$ cat config.mk
export PLATFORM = sky130hd
export DESIGN_NAME = commanded_block_averager_unit
export DESIGN_NICKNAME = d
export VERILOG_FILES = /design/src/design/cba_pkg.sv /design/src/design/commanded_block_averager_unit.sv /design/src/design/cba_ctrl.sv /design/src/design/cba_datapath.sv
export SDC_FILE = /design/constraint.sdc
export NUM_CORES = 1
export LEC_CHECK = 0
export BUFFER_PORTS_ARGS = -buffer_cell sky130_fd_sc_hd__clkbuf_2
export CAP_MARGIN = 20
export CORE_ASPECT_RATIO = 2
export CORE_UTILIZATION = 49
export DETAILED_ROUTE_END_ITERATION = 16
export PLACE_DENSITY = 0.68
export SLEW_MARGIN = 25
export SYNTH_ARGS = -nofsm -noshare
export SYNTH_HDL_FRONTEND = slang
export SYNTH_SLANG_ARGS = --single-unit
$ cat constraint.sdc
create_clock -name aclk -period 10.1 [get_ports aclk]
set_clock_uncertainty 0.1 [all_clocks]
set_input_delay 2.525 -clock aclk [delete_from_list [all_inputs] [get_ports aclk]]
set_output_delay 2.525 -clock aclk [all_outputs]
set_load 0.05 [all_outputs]
$ cat src/design/cba_pkg.sv
// Shared types and constants for the commanded block averager.
// No dependencies.
`default_nettype none
package cba_pkg;
    localparam logic [2:0] KIND_TICK = 3'd0;
    localparam logic [2:0] KIND_KEY = 3'd1;
    localparam logic [2:0] KIND_CMD = 3'd2;
    localparam logic [2:0] KIND_RATE_OK = 3'd3;
    localparam logic [2:0] KIND_RATE_BAD = 3'd4;
    localparam logic [11:0] AGE_MAX = 12'd4095;
    localparam logic [10:0] VAL_SAT = 11'd1001;
    localparam logic [7:0] CH_C = 8'h63;
    localparam logic [7:0] CH_T = 8'h74;
    localparam logic [7:0] CH_LF = 8'h0A;
    localparam logic [7:0] CH_CR = 8'h0D;
    localparam logic [7:0] CH_SP = 8'h20;
    localparam logic [7:0] CH_TAB = 8'h09;
    localparam logic [7:0] CH_VT = 8'h0B;
    localparam logic [7:0] CH_FF = 8'h0C;
    localparam logic [7:0] CH_PLUS = 8'h2B;
    localparam logic [7:0] CH_MINUS = 8'h2D;
    localparam logic [7:0] CH_0 = 8'h30;
    localparam logic [7:0] CH_9 = 8'h39;
    localparam logic [1:0] PH_SKIP = 2'd0;
    localparam logic [1:0] PH_DIGITS = 2'd1;
    localparam logic [1:0] PH_DONE = 2'd2;
    localparam logic [1:0] REG_DEBOUNCE = 2'd0;
    localparam logic [1:0] REG_BLINK = 2'd1;

    // controller -> datapath
    typedef struct packed {
        logic do_item;     // apply one input item (state update, results latched)
        logic div_start;   // load divider
        logic div_step;    // one restoring step
        logic commit_tick; // write averaging results after mean division
        logic commit_rate; // write block length after rate division
    } cba_cmd_t;

    // datapath -> controller
    typedef struct packed {
        logic need_mean;
        logic need_rate;
        logic div_done;
        logic [1:0] nres;
    } cba_stat_t;

    typedef struct packed {
        logic [2:0] kind;
        logic av;
        logic [11:0] avg;
        logic last;
    } cba_res_t;
endpackage
`default_nettype wire

$ cat src/design/commanded_block_averager_unit.sv
// Top level of the commanded block averager: APB registers, sequencer and
// datapath. Depends on cba_pkg, cba_ctrl, cba_datapath.
//
// channel | dir | handshake          | payload
// s_      | in  | s_tvalid/s_tready  | tdata: operation, sample, sample_ok, key_low, rx_byte
// m_      | out | m_tvalid/m_tready  | tdata, tuser = report_kind, tlast
// apb     | in  | psel/penable       | debounce_ticks @0, blink_ticks @4
//
// One item at a time. A tick that closes a block, or a valid rate command,
// takes the intake cycle plus the shared restoring divider: 22 steps and a
// commit cycle, then its results in order. Other items take the intake
// cycle plus their results, and the sequencer returns to idle after the
// last result before it takes the next request. Synchronous active-low
// reset; a stalled m_ holds s_.
`default_nettype none
module commanded_block_averager_unit #(
    parameter int LINE_BYTES = 10,
    parameter int BASE_RATE = 1000
) (
    input wire logic aclk,
    input wire logic aresetn,
    input wire logic s_tvalid,
    output logic s_tready,
    // [0] operation [12:1] sample [13] sample_ok [14] key_low [22:15] rx_byte, pad
    input wire logic [23:0] s_tdata,
    output logic m_tvalid,
    input wire logic m_tready,
    // [0] average_valid [12:1] average [13] running [23:14] rate_hz
    // [33:24] samples_per_avg [34] compact [35] led_on, pad
    output logic [39:0] m_tdata,
    // [2:0] report_kind
    output logic [2:0] m_tuser,
    output logic m_tlast,
    input wire logic psel,
    input wire logic penable,
    input wire logic pwrite,
    input wire logic [2:0] paddr,
    input wire logic [31:0] pwdata,
    output logic [31:0] prdata,
    output logic pready
);
    import cba_pkg::*;

    logic [11:0] deb_reg, blink_reg;
    cba_cmd_t cmd;
    cba_stat_t stat;
    cba_res_t res;
    logic out_sel, run, led;
    logic [9:0] rate, blen;

    assign pready = 1'b1;
    always_ff @(posedge aclk) begin
        if (!aresetn) begin
            deb_reg <= 12'd200;
            blink_reg <= 12'd200;
        end else if (psel && penable && pwrite) begin
            unique case (paddr[2])
                REG_DEBOUNCE[0]: deb_reg <= pwdata[11:0];
                default: blink_reg <= pwdata[11:0];
            endcase
        end
    end
    always_comb begin
        prdata = '0;
        if (paddr[2] == REG_BLINK[0]) prdata[11:0] = blink_reg;
        else prdata[11:0] = deb_reg;
    end

    cba_ctrl u_ctrl (
        .aclk(aclk), .aresetn(aresetn),
        .in_valid(s_tvalid), .in_ready(s_tready),
        .out_ready(m_tready), .out_valid(m_tvalid), .out_sel(out_sel),
        .stat(stat), .cmd(cmd)
    );

    cba_datapath #(.LINE_BYTES(LINE_BYTES), .BASE_RATE(BASE_RATE)) u_dp (
        .aclk(aclk), .aresetn(aresetn), .cmd(cmd), .stat(stat),
        .debounce_ticks(deb_reg), .blink_ticks(blink_reg),
        .in_op(s_tdata[0]), .in_sample(s_tdata[12:1]), .in_ok(s_tdata[13]),
        .in_key(s_tdata[14]), .in_byte(s_tdata[22:15]),
        .out_sel(out_sel), .res(res),
        .run_o(run), .rate_o(rate), .blen_o(blen), .led_o(led)
    );

    assign m_tdata = {4'd0, led, (rate > 10'd500), blen, rate, run, res.avg, res.av};
    assign m_tuser = res.kind;
    assign m_tlast = res.last;
endmodule
`default_nettype wire

$ cat src/design/cba_ctrl.sv
// Sequencer for the commanded block averager: item intake, divider steps,
// result delivery. Uses cba_pkg.
`default_nettype none
module cba_ctrl (
    input wire logic aclk,
    input wire logic aresetn,
    input wire logic in_valid,
    output logic in_ready,
    input wire logic out_ready,
    output logic out_valid,
    output logic out_sel,
    input wire cba_pkg::cba_stat_t stat,
    output cba_pkg::cba_cmd_t cmd
);
    import cba_pkg::*;

    typedef enum logic [4:0] {
        S_IDLE = 5'b00001,
        S_DIVM = 5'b00010,
        S_DIVR = 5'b00100,
        S_OUT0 = 5'b01000,
        S_OUT1 = 5'b10000
    } state_t;

    state_t state_reg, state_next;
    logic [1:0] nres_reg, nres_next;

    always_comb begin
        state_next = state_reg;
        nres_next = nres_reg;
        cmd = '0;
        in_ready = 1'b0;
        out_valid = 1'b0;
        out_sel = 1'b0;
        unique case (state_reg)
            S_IDLE: begin
                in_ready = 1'b1;
                if (in_valid) begin
                    cmd.do_item = 1'b1;
                    nres_next = stat.nres;
                    if (stat.need_mean) begin
                        cmd.div_start = 1'b1;
                        state_next = S_DIVM;
                    end else if (stat.need_rate) begin
                        cmd.div_start = 1'b1;
                        state_next = S_DIVR;
                    end else if (stat.nres != 2'd0) begin
                        state_next = S_OUT0;
                    end
                end
            end
            S_DIVM: begin
                if (stat.div_done) begin
                    cmd.commit_tick = 1'b1;
                    state_next = S_OUT0;
                end else begin
                    cmd.div_step = 1'b1;
                end
            end
            S_DIVR: begin
                if (stat.div_done) begin
                    cmd.commit_rate = 1'b1;
                    state_next = S_OUT0;
                end else begin
                    cmd.div_step = 1'b1;
                end
            end
            S_OUT0: begin
                out_valid = 1'b1;
                if (out_ready) state_next = (nres_reg == 2'd2) ? S_OUT1 : S_IDLE;
            end
            S_OUT1: begin
                out_valid = 1'b1;
                out_sel = 1'b1;
                if (out_ready) state_next = S_IDLE;
            end
            default: state_next = S_IDLE;
        endcase
    end

    always_ff @(posedge aclk) begin
        if (!aresetn) begin
            state_reg <= S_IDLE;
            nres_reg <= 2'd0;
        end else begin
            state_reg <= state_next;
            nres_reg <= nres_next;
        end
    end
endmodule
`default_nettype wire

$ cat src/design/cba_datapath.sv
// Datapath of the commanded block averager: state registers, line parser,
// shared restoring divider and result registers. Uses cba_pkg.
`default_nettype none
module cba_datapath #(
    parameter int LINE_BYTES = 10,
    parameter int BASE_RATE = 1000
) (
    input wire logic aclk,
    input wire logic aresetn,
    input wire cba_pkg::cba_cmd_t cmd,
    output cba_pkg::cba_stat_t stat,
    input wire logic [11:0] debounce_ticks,
    input wire logic [11:0] blink_ticks,
    input wire logic in_op,
    input wire logic [11:0] in_sample,
    input wire logic in_ok,
    input wire logic in_key,
    input wire logic [7:0] in_byte,
    input wire logic out_sel,
    output cba_pkg::cba_res_t res,
    output logic run_o,
    output logic [9:0] rate_o,
    output logic [9:0] blen_o,
    output logic led_o
);
    import cba_pkg::*;

    localparam int LW = $clog2(LINE_BYTES);
    localparam logic [LW-1:0] LINE_MAX = LW'(LINE_BYTES - 1);
    localparam int BW = $clog2(BASE_RATE + 1);
    localparam int DW = (BW > 22) ? BW : 22;
    localparam int CW = $clog2(DW + 1);
    localparam logic [DW-1:0] BASE = DW'(BASE_RATE);

    logic run_reg, led_reg, neg_reg;
    logic [9:0] rate_reg, blen_reg, cnt_reg;
    logic [21:0] sum_reg;
    logic [11:0] kage_reg, bage_reg;
    logic [LW-1:0] len_reg;
    logic [7:0] first_reg;
    logic [1:0] phase_reg;
    logic [10:0] val_reg;
    cba_res_t r0_reg, r1_reg;
    // pending tick state awaiting the mean
    logic pend_rate_reg;

    logic [DW-1:0] q_reg, rem_reg, den_reg;
    logic [CW-1:0] step_reg;

    // tick preview
    logic [11:0] kage_inc, bage_inc;
    logic key_hit, run_t;
    logic [21:0] sum_t;
    logic [9:0] cnt_t;
    logic mean_due;
    logic is_end, is_digit, rate_good;

    always_comb begin
        kage_inc = (kage_reg >= AGE_MAX) ? AGE_MAX : kage_reg + 12'd1;
        bage_inc = (bage_reg >= AGE_MAX) ? AGE_MAX : bage_reg + 12'd1;
        key_hit = in_key && (kage_inc > debounce_ticks);
        run_t = run_reg ^ key_hit;
        sum_t = sum_reg + ((run_t && in_ok) ? {10'd0, in_sample} : 22'd0);
        cnt_t = cnt_reg + ((run_t && in_ok) ? 10'd1 : 10'd0);
        mean_due = run_t && (cnt_t >= blen_reg) && (cnt_t != 10'd0);
        is_end = (in_byte == CH_LF) || (in_byte == CH_CR) || (len_reg >= LINE_MAX);
        is_digit = (in_byte >= CH_0) && (in_byte <= CH_9);
        rate_good = !neg_reg && (val_reg >= 11'd1) && (val_reg <= 11'd1000);
        stat.need_mean = !in_op && mean_due;
        stat.need_rate = in_op && is_end && (len_reg != '0) && (first_reg == CH_T)
                         && rate_good;
        stat.div_done = (step_reg == '0);
        if (!in_op) stat.nres = key_hit ? 2'd2 : 2'd1;
        else if (is_end && (len_reg != '0) && (first_reg == CH_C || first_reg == CH_T))
            stat.nres = 2'd1;
        else stat.nres = 2'd0;
    end

    logic [DW:0] trial;
    assign trial = {rem_reg, q_reg[DW-1]} - {1'b0, den_reg};

    logic [13:0] val_mul;
    assign val_mul = (14'(val_reg) * 14'd10) + {10'd0, in_byte[3:0]};

    always_ff @(posedge aclk) begin
        if (!aresetn) begin
            run_reg <= 1'b1;
            rate_reg <= 10'd4;
            blen_reg <= 10'd250;
            sum_reg <= '0;
            cnt_reg <= '0;
            kage_reg <= '0;
            bage_reg <= '0;
            led_reg <= 1'b0;
            len_reg <= '0;
            first_reg <= '0;
            phase_reg <= PH_SKIP;
            val_reg <= '0;
            neg_reg <= 1'b0;
            step_reg <= '0;
        end else begin
            if (cmd.do_item && !in_op) begin
                kage_reg <= key_hit ? 12'd0 : kage_inc;
                run_reg <= run_t;
                r1_reg <= '{kind: KIND_TICK, av: 1'b0, avg: 12'd0, last: 1'b1};
                if (key_hit) r0_reg <= '{kind: KIND_KEY, av: 1'b0, avg: 12'd0, last: 1'b0};
                else r0_reg <= '{kind: KIND_TICK, av: 1'b0, avg: 12'd0, last: 1'b1};
                if (run_t) begin
                    sum_reg <= mean_due ? 22'd0 : sum_t;
                    cnt_reg <= mean_due ? 10'd0 : cnt_t;
                    if (bage_inc > blink_ticks) begin
                        led_reg <= !led_reg;
                        bage_reg <= '0;
                    end else begin
                        bage_reg <= bage_inc;
                    end
                end else begin
                    bage_reg <= bage_inc;
                    led_reg <= 1'b0;
                end
                if (mean_due) begin
                    q_reg <= DW'(sum_t);
                    den_reg <= DW'(cnt_t);
                end
                if (mean_due) begin
                    pend_rate_reg <= key_hit;
                end
            end
            if (cmd.do_item && in_op) begin
                if (is_end) begin
                    len_reg <= '0;
                    if (len_reg != '0 && first_reg == CH_C) begin
                        run_reg <= !run_reg;
                        if (run_reg) led_reg <= 1'b0;
                        r0_reg <= '{kind: KIND_CMD, av: 1'b0, avg: 12'd0, last: 1'b1};
                    end else begin
                        if (!run_reg) led_reg <= 1'b0;
                        r0_reg <= '{kind: stat.need_rate ? KIND_RATE_OK : KIND_RATE_BAD,
                                    av: 1'b0, avg: 12'd0, last: 1'b1};
                    end
                    if (stat.need_rate) begin
                        rate_reg <= val_reg[9:0];
                        sum_reg <= '0;
                        cnt_reg <= '0;
                        q_reg <= BASE;
                        den_reg <= DW'(val_reg);
                    end
                end else begin
                    len_reg <= len_reg + LW'(1);
                    if (!run_reg) led_reg <= 1'b0;
                    if (len_reg == '0) begin
                        first_reg <= in_byte;
                        phase_reg <= PH_SKIP;
                        val_reg <= '0;
                        neg_reg <= 1'b0;
                    end else begin
                        case (phase_reg)
                            PH_SKIP: begin
                                if (in_byte == CH_SP || in_byte == CH_TAB ||
                                    in_byte == CH_VT || in_byte == CH_FF) begin
                                    phase_reg <= PH_SKIP;
                                end else if (in_byte == CH_PLUS) begin
                                    phase_reg <= PH_DIGITS;
                                end else if (in_byte == CH_MINUS) begin
                                    phase_reg <= PH_DIGITS;
                                    neg_reg <= 1'b1;
                                end else if (!is_digit) begin
                                    phase_reg <= PH_DONE;
                                end else begin
                                    phase_reg <= PH_DIGITS;
                                    val_reg <= (val_mul > 14'(VAL_SAT)) ? VAL_SAT
                                                                        : val_mul[10:0];
                                end
                            end
                            PH_DIGITS: begin
                                if (!is_digit) phase_reg <= PH_DONE;
                                else val_reg <= (val_mul > 14'(VAL_SAT)) ? VAL_SAT
                                                                         : val_mul[10:0];
                            end
                            default: ;
                        endcase
                    end
                end
            end
            if (cmd.div_start) begin
                rem_reg <= '0;
                step_reg <= CW'(DW);
            end
            if (cmd.div_step) begin
                step_reg <= step_reg - CW'(1);
                if (!trial[DW]) begin
                    rem_reg <= trial[DW-1:0];
                    q_reg <= {q_reg[DW-2:0], 1'b1};
                end else begin
                    rem_reg <= {rem_reg[DW-2:0], q_reg[DW-1]};
                    q_reg <= {q_reg[DW-2:0], 1'b0};
                end
            end
            if (cmd.commit_tick) begin
                if (pend_rate_reg) begin
                    r1_reg.av <= 1'b1;
                    r1_reg.avg <= q_reg[11:0];
                end else begin
                    r0_reg.av <= 1'b1;
                    r0_reg.avg <= q_reg[11:0];
                end
            end
            if (cmd.commit_rate) begin
                if (q_reg == '0) blen_reg <= 10'd1;
                else if (q_reg > DW'(1023)) blen_reg <= 10'd1023;
                else blen_reg <= q_reg[9:0];
            end
        end
    end

    assign res = out_sel ? r1_reg : r0_reg;
    assign run_o = run_reg;
    assign rate_o = rate_reg;
    assign blen_o = blen_reg;
    assign led_o = led_reg;
endmodule
`default_nettype wire

* After elaboration in Yosys (flattened, before gate mapping)
Cells that the tools add are included.
** Word-level totals
- Flip-flop bits (word level) :: 237
- Latch bits :: 0
- Memories kept :: 0
- RAM bits :: 0
- Logic and storage cells :: 241
- Bits in read-only memories :: 0
- Output and inout bits :: 79
- Input port bits :: 66
** Operators by class
- Bitwise logic cells :: 3
- Equal/unequal tests :: 28
- Divide/modulo/power cells :: 0
- Shifts and indexed selects :: 0
- Order comparisons :: 13
- Multipliers :: 1
- Mux-type cells :: 107
- Reductions and logical operators :: 53
- Add/subtract/negate cells :: 8
** Operators with widths (count)
- 22-bit two-way mux :: 20
- 17-bit two-way mux :: 5
- 12-bit two-way mux :: 7
- 10-bit two-way mux :: 8
- 11-bit two-way mux :: 6
- 13-bit two-way mux :: 4
- 5-bit two-way mux :: 10
- 8-bit by 4-bit equality test with 1-bit output, second input constant :: 5
- 1-bit two-way mux :: 30
- 12-bit by 1-bit adder with 12-bit output, second input constant :: 2
- 8-bit by 6-bit equality test with 1-bit output, second input constant :: 3
- 12-bit greater-or-equal comparator, second input constant :: 2
- 12-bit greater-than comparator :: 2
- 23-bit by 22-bit subtractor with 23-bit output :: 1
- 22-bit adder :: 1
- 22-bit by 10-bit greater-than comparator with 1-bit output, second input constant :: 1
- 22-bit logical NOT :: 1
- 11-bit case mux with 2 select lines :: 1
- 2-bit two-way mux :: 10
- 5-bit case mux with 4 select lines :: 1
- 1-bit logical AND :: 19
- 8-bit by 7-bit equality test with 1-bit output, second input constant :: 2
- 15-bit two-way mux :: 1
- 14-bit by 4-bit adder with 14-bit output :: 1
- 45 further kinds :: 70

* Depth between registers and ports, before layout
- Depth after elaboration :: 21
- Depth in mapped cells :: 33
- Depth with buffers taken out :: 28

* By module
Synthesis repeated with hierarchy kept, for this count alone.
** Second synthesis, totals
- Cell total of the unflattened synthesis :: 1710
- Area total of the unflattened synthesis :: 15372.2 µm²
** By module, submodules not included
- cba_datapath :: cells an instance 1513, instances 1, sequential area each 5094.9 µm², area an instance 13595.5 µm²
- commanded_block_averager_unit :: cells an instance 137, instances 1, sequential area each 480.5 µm², area an instance 1237.4 µm²
- cba_ctrl :: cells an instance 60, instances 1, sequential area each 140.1 µm², area an instance 539.3 µm²

* Worst setup path after synthesis
OpenSTA, ideal clock, no wires.
- Path kind :: input port to flip-flop
- Start point :: input s_tdata[14]
- End point :: register u_dp.rem_reg[0], enable pin
- Path buffers :: 3
- Setup slack :: 2460 ps
- Library setup time :: 401 ps
- Data required time :: 9599 ps
- Cell stages on the path :: 22
- Arrival time :: 7140 ps
- Cell sequence :: o41ai_1 -> a21o_1 -> buf_2 -> inv_1 -> xnor2_1 -> nor2b_1 -> clkbuf_1 -> ha_1 -> ha_1 -> and3_1 -> and3_1 -> and3_1 -> xnor2_1 -> inv_1 -> ha_1 -> and4_1 -> a221o_1 -> a31o_2 -> clkbuf_1 -> a31oi_2 -> and2_1 -> nor2_1
** Between the ends
- Longest elaborated chain between the ends :: 14
- Elaborated cells on any way between the ends :: 15
- Those cells by class :: add/sub: 1; order compare: 1; mux: 4; bitwise: 1; reduce/logical: 8
** Ends and longest elaborated chain
- start, declared :: RTL line commanded_block_averager_unit.sv:25 : input wire logic [23:0] s_tdata,
- 1-bit logical AND (*) :: RTL line cba_datapath.sv:61 : key_hit = in_key && (kage_inc > debounce_ticks);
- named net u_dp.key_hit :: RTL line cba_datapath.sv:52 : logic key_hit, run_t;
- 1-bit XOR (*) :: RTL line cba_datapath.sv:62 : run_t = run_reg ^ key_hit;
- 1-bit logical AND :: RTL line cba_datapath.sv:64 : cnt_t = cnt_reg + ((run_t && in_ok) ? 10'd1 : 10'd0);
- 1-bit two-way mux :: RTL line cba_datapath.sv:64
- 10-bit adder :: RTL line cba_datapath.sv:64
- 10-bit greater-or-equal comparator :: RTL line cba_datapath.sv:65 : mean_due = run_t && (cnt_t >= blen_reg) && (cnt_t != 10'd0);
- 1-bit logical AND :: RTL line cba_datapath.sv:65
- 1-bit logical AND (*) :: RTL line cba_datapath.sv:65
- 1-bit logical AND (*) :: RTL line cba_datapath.sv:69 : stat.need_mean = !in_op && mean_due;
- 1-bit two-way mux (*) :: RTL line cba_ctrl.sv:41 : if (stat.need_mean) begin
- 2-bit two-way mux (*) :: RTL line cba_ctrl.sv:38 : if (in_valid) begin
- 2-bit two-way mux (*) :: RTL line cba_ctrl.sv:35 : unique case (state_reg)
- 2-bit nonzero test (no line) (*)
- 2-bit AND reduction (no line) (*)
- end signal, assigned :: RTL line cba_datapath.sv:192 : rem_reg <= trial[DW-1:0];
- end signal, assigned :: RTL line cba_datapath.sv:195 : rem_reg <= {rem_reg[DW-2:0], q_reg[DW-1]};
- end, declared :: RTL line cba_datapath.sv:47 : logic [DW-1:0] q_reg, rem_reg, den_reg;
Mark *: on every way through the listed nets, which the timed path passes. The rest lies on a longest branch.
A chain may end at the register's enable or synchronous reset.

* Worst setup path in the final report
- Start point :: register u_dp.kage_reg[0]
- End point :: register u_dp.rem_reg[7], enable pin
** Between the ends
- Longest elaborated chain between the ends :: 17
- Elaborated cells on any way between the ends :: 19
- Those cells by class :: add/sub: 2; order compare: 3; mux: 5; bitwise: 1; reduce/logical: 8
** Ends and longest elaborated chain
- start, declared :: RTL line cba_datapath.sv:38 : logic [11:0] kage_reg, bage_reg;
- start signal, assigned :: RTL line cba_datapath.sv:103 : kage_reg <= key_hit ? 12'd0 : kage_inc;
- 12-bit by 1-bit adder with 12-bit output or 12-bit greater-or-equal comparator (tied branches) :: RTL line cba_datapath.sv:59 : kage_inc = (kage_reg >= AGE_MAX) ? AGE_MAX : kage_reg + 12'd1;
- 12-bit two-way mux (*) :: RTL line cba_datapath.sv:59
- 12-bit greater-than comparator (*) :: RTL line cba_datapath.sv:61
- 1-bit logical AND (*) :: RTL line cba_datapath.sv:61
- named net u_dp.key_hit :: RTL line cba_datapath.sv:52
- 1-bit XOR (*) :: RTL line cba_datapath.sv:62
- 1-bit logical AND :: RTL line cba_datapath.sv:64
- 1-bit two-way mux :: RTL line cba_datapath.sv:64
- [... 2 more ...]
- 1-bit logical AND :: RTL line cba_datapath.sv:65
- 1-bit logical AND (*) :: RTL line cba_datapath.sv:65
- 1-bit logical AND (*) :: RTL line cba_datapath.sv:69
- 1-bit two-way mux (*) :: RTL line cba_ctrl.sv:41
- 2-bit two-way mux (*) :: RTL line cba_ctrl.sv:38
- 2-bit two-way mux (*) :: RTL line cba_ctrl.sv:35
- 2-bit nonzero test (no line) (*)
- 2-bit AND reduction (no line) (*)
Marks and branches as above.

==> metrics.md <==
| Metric | Value |
|---|---|
| Crit path max fanout | 22 |
| Inst Count DP | 2,107 |
| Post-placement setup slack | 1.72 ns |
| Most common cell in the netlist | nand2_1 |
| Final HPWL DP | 30.6 mm |
| WL per Instance | 19.2 microns |
| Total of max-cap violations | 0 |
| Count of nets left with antenna violations after detail routing | 0 |
| Biggest area consumer among synthesized cells | edfxtp_1 |
| Final setup viols | 0 |
| Outcome | finished clean |
| Avg Inst Size Synth | 8.78 sq um |
| Pin count of the biggest net entering global routing | 56 |
| Worst ir drop on vdd | 0.000168 V |
| Fmax | 118 MHz |
| First-pass detailed-route iteration total | 5 |
| Total number of clock tree sinks | 237 |
| Max H-tree Level | 1 |
| Final period util | 84.1% |
| Vertical extent of the die | 249 microns |
| Inserted Diodes | 0 |
| Distinct cell type count after synthesis | 82 |
| Count of pins over their slew limit | 0 |
| Worst slew margin | 33.4% |
| Final weighted congestion of routability-driven global placement | 0.889 |
| Global-route wire length before repair | 64.9 mm |
| Main synth FF type | dfxtp_1 |
| CTS buffer count | 24 |
| Pwr per Cell Area | 152 nW/um^2 |
| Fraction of final layout cells sized beyond drive strength 1 | 11.6% |
| Area growth from synthesis to final layout | 10.1% |
| Slowest-stage cell, CP | or3_1 |
| TritonCTS clock tree | yes |
| Initial antenna violation count | 0 |
| Gates resized, CTS repair | 0 |
| Core area | 30,200 sq um |
| Die area | 31,400 sq um |
| Fill count | 2,806 |
| DRC violation count after routing | 0 |
| Width of the die | 126 microns |
| Crit path arrival time | 8.65 ns |
| Syn Inst Count | 1,709 |
| Total power draw | 0.00251 W |
| Count of nets after finishing | 1,932 |
| Clock buffer depth | 3 |
| Worst EP required | 10.25 ns |
| Cell Area, Synth | 15,000 sq um |
| Filler-free cell count of the finished design | 2,151 |
| Share of synthesized flip-flops with an asynchronous set or reset | 0% |
| GR Util All Layers | 26.1% |
| Final global-route overflow total | 0 |
| Hold buffers post-CTS | 0 |
| Count of endpoints failing hold in the final timing report | 0 |
| Worst-path clk slew | 0.07 ns |
| Worst-case setup margin in the final layout | 1.61 ns |
| Clock Latency Late Sink | 0.56 ns |
| Crit Path Category | register to register |
| Standard cell area after detailed placement | 15,700 sq um |
| Setup repair after global routing missed its margin | false |
| First-iteration detailed-routing DRC count | 936 |
| Time the final worst path needs with I/O delays and setup | 8.49 ns |
| Initial cell density of the core | 49.7% |
| Seq cells post-synth | 237 |
| Kind of start point of the critical path | register |
| Sequential area share after synthesis | 38.1% |
| Via count | 12,897 |
| Critical Path End Type | register |
| Top post-synthesis cells by count | 199 x nand2_1, 140 x dfxtp_1, 129 x a21oi_1, 127 x nor2_1 |
| Vias in the first global route | 12,558 |
| Cell area after layout | 16,500 sq um |
| Floorplan row count | 90 |
| Crit-path most repeated cell | ha_1 |
| Largest cells by area after synthesis | edfxtp_1 19%, dfxtp_1 19%, ha_1 8.1% |
| Peak per-stage delay on the critical path | 0.59 ns |
| Sum of negative setup slack | 0 ns |
| P_leak | 7.01 nW |
| Area share of the largest cell type after synthesis | 19.4% |
| Number of warnings issued by yosys | 0 |
| Number of port buffers | 96 |
| Number of enable flip-flop cells after synthesis | 97 |
| Transition time of the tightest slew-check pin | 0.996 ns |
| Buffers inserted by post-CTS timing repair | 0 |
| Type of the tightest min-delay check | register to register |
| Total detailed-routing wirelength | 41.3 mm |
| Root Buffer | clkbuf_16 |
| I/O pin count | 145 |
| Routed via count divided by cell count | 6.00 |
==> metal layers <==
layer | vias to the layer above | wire length [microns] | global-route usage [%]
li1 | 6260 | - | -
met1 | 6226 | 15100 | 27.0
met2 | 294 | 21900 | 48.7
met3 | 117 | 1310 | 2.32
met4 | 0 | 3040 | 18.4
met5 | - | 0 | 0
==> cell type report <==
cell class | instances | area, sq um | area share (%)
clock buffers | 33 | 697 | 4.22
multi-input cells | 1296 | 8530 | 51.7
repair buffers | 113 | 611 | 3.70
inverters | 93 | 349 | 2.11
well taps | 368 | 460 | 2.79
flip-flops and latches | 237 | 5720 | 34.6
clock inverters | 11 | 150 | 0.909
==> worst paths after layout <==
| path | to | slack [ns] | cells after the start | from |
|---|---|---|---|---|
| setup / recovery | u_dp.rem_reg[7] | 1.61 | 29 | u_dp.kage_reg[0] |
| hold / removal | deb_reg[1] | 0.35 | 2 | deb_reg[1] |
| setup reg to reg | u_dp.rem_reg[7] | 1.61 | 29 | u_dp.kage_reg[0] |
| hold reg to reg | deb_reg[1] | 0.35 | 2 | deb_reg[1] |
==> cells by family after synthesis <==
| group | Yosys count | synth area share (%) |
|---|---|---|
| AO/OA/AOI/OAI | 450 | 19.8 |
| XOR/XNOR | 66 | 3.94 |
| adder cells (fa/ha/maj) | 101 | 8.62 |
| buffers and inverters | 199 | 5.84 |
| flip-flops | 237 | 38.1 |
| multiplexers | 67 | 4.59 |
| other | 2 | 0.0501 |
| AND/OR/NAND/NOR | 587 | 19.0 |
==> layout by cell type, fill, tap and decap left out, types with 7 or more instances in the layout <==
cell type	count
xor2_1	23
clkbuf_2	95
xnor2_1	42
dfxtp_1	140
nand4_1	15
edfxtp_1	97
or2_2	10
buf_4	18
inv_1	92
or3_1	13
a21o_1	28
o22ai_1	9
clkbuf_16	26
nor3_1	34
mux2i_1	53
and3_1	24
nand2b_1	24
o221a_2	7
o21ai_0	89
and2_1	23
o21a_1	19
o211ai_1	16
nand3_1	46
conb_1	25
nor2_1	123
nand3b_1	12
mux2_2	14
ha_1	97
a21oi_1	128
a31oi_1	14
a22o_1	24
nand2_1	198
and4_1	7
a211oi_1	7
a22oi_1	34
nor2b_1	16
nor4_1	12
==> stage by stage <==
| step | hold slack, ns | utilization [%] |
|---|---|---|
| final | 0.355 | 54.7 |
| after global routing | 0.389 | 54.7 |
| after CTS | 0.356 | 54.7 |
| after detailed placement | 0.347 | 51.9 |
| after global placement | 0.342 | 51.9 |
| after floorplan | 0.336 | - |
==> report_power, final <==
group          switching [W]  internal (W)
Combinational       0.000310      0.000145
Sequential         0.0000345       0.00105
Clock               0.000405      0.000565
==> worst max-delay path: cells and delay by family (launching register included) <==
kind / cells / cell delay, ns
AO/OA/AOI/OAI: 8 / 2.42
AND/OR/NAND/NOR: 10 / 2.40
adder cells (fa/ha/maj): 5 / 1.25
buffers and inverters: 4 / 0.82
XOR/XNOR: 2 / 0.78
flip-flops: 1 / 0.38
No activity file was read; power rests on OpenSTA's default activity.
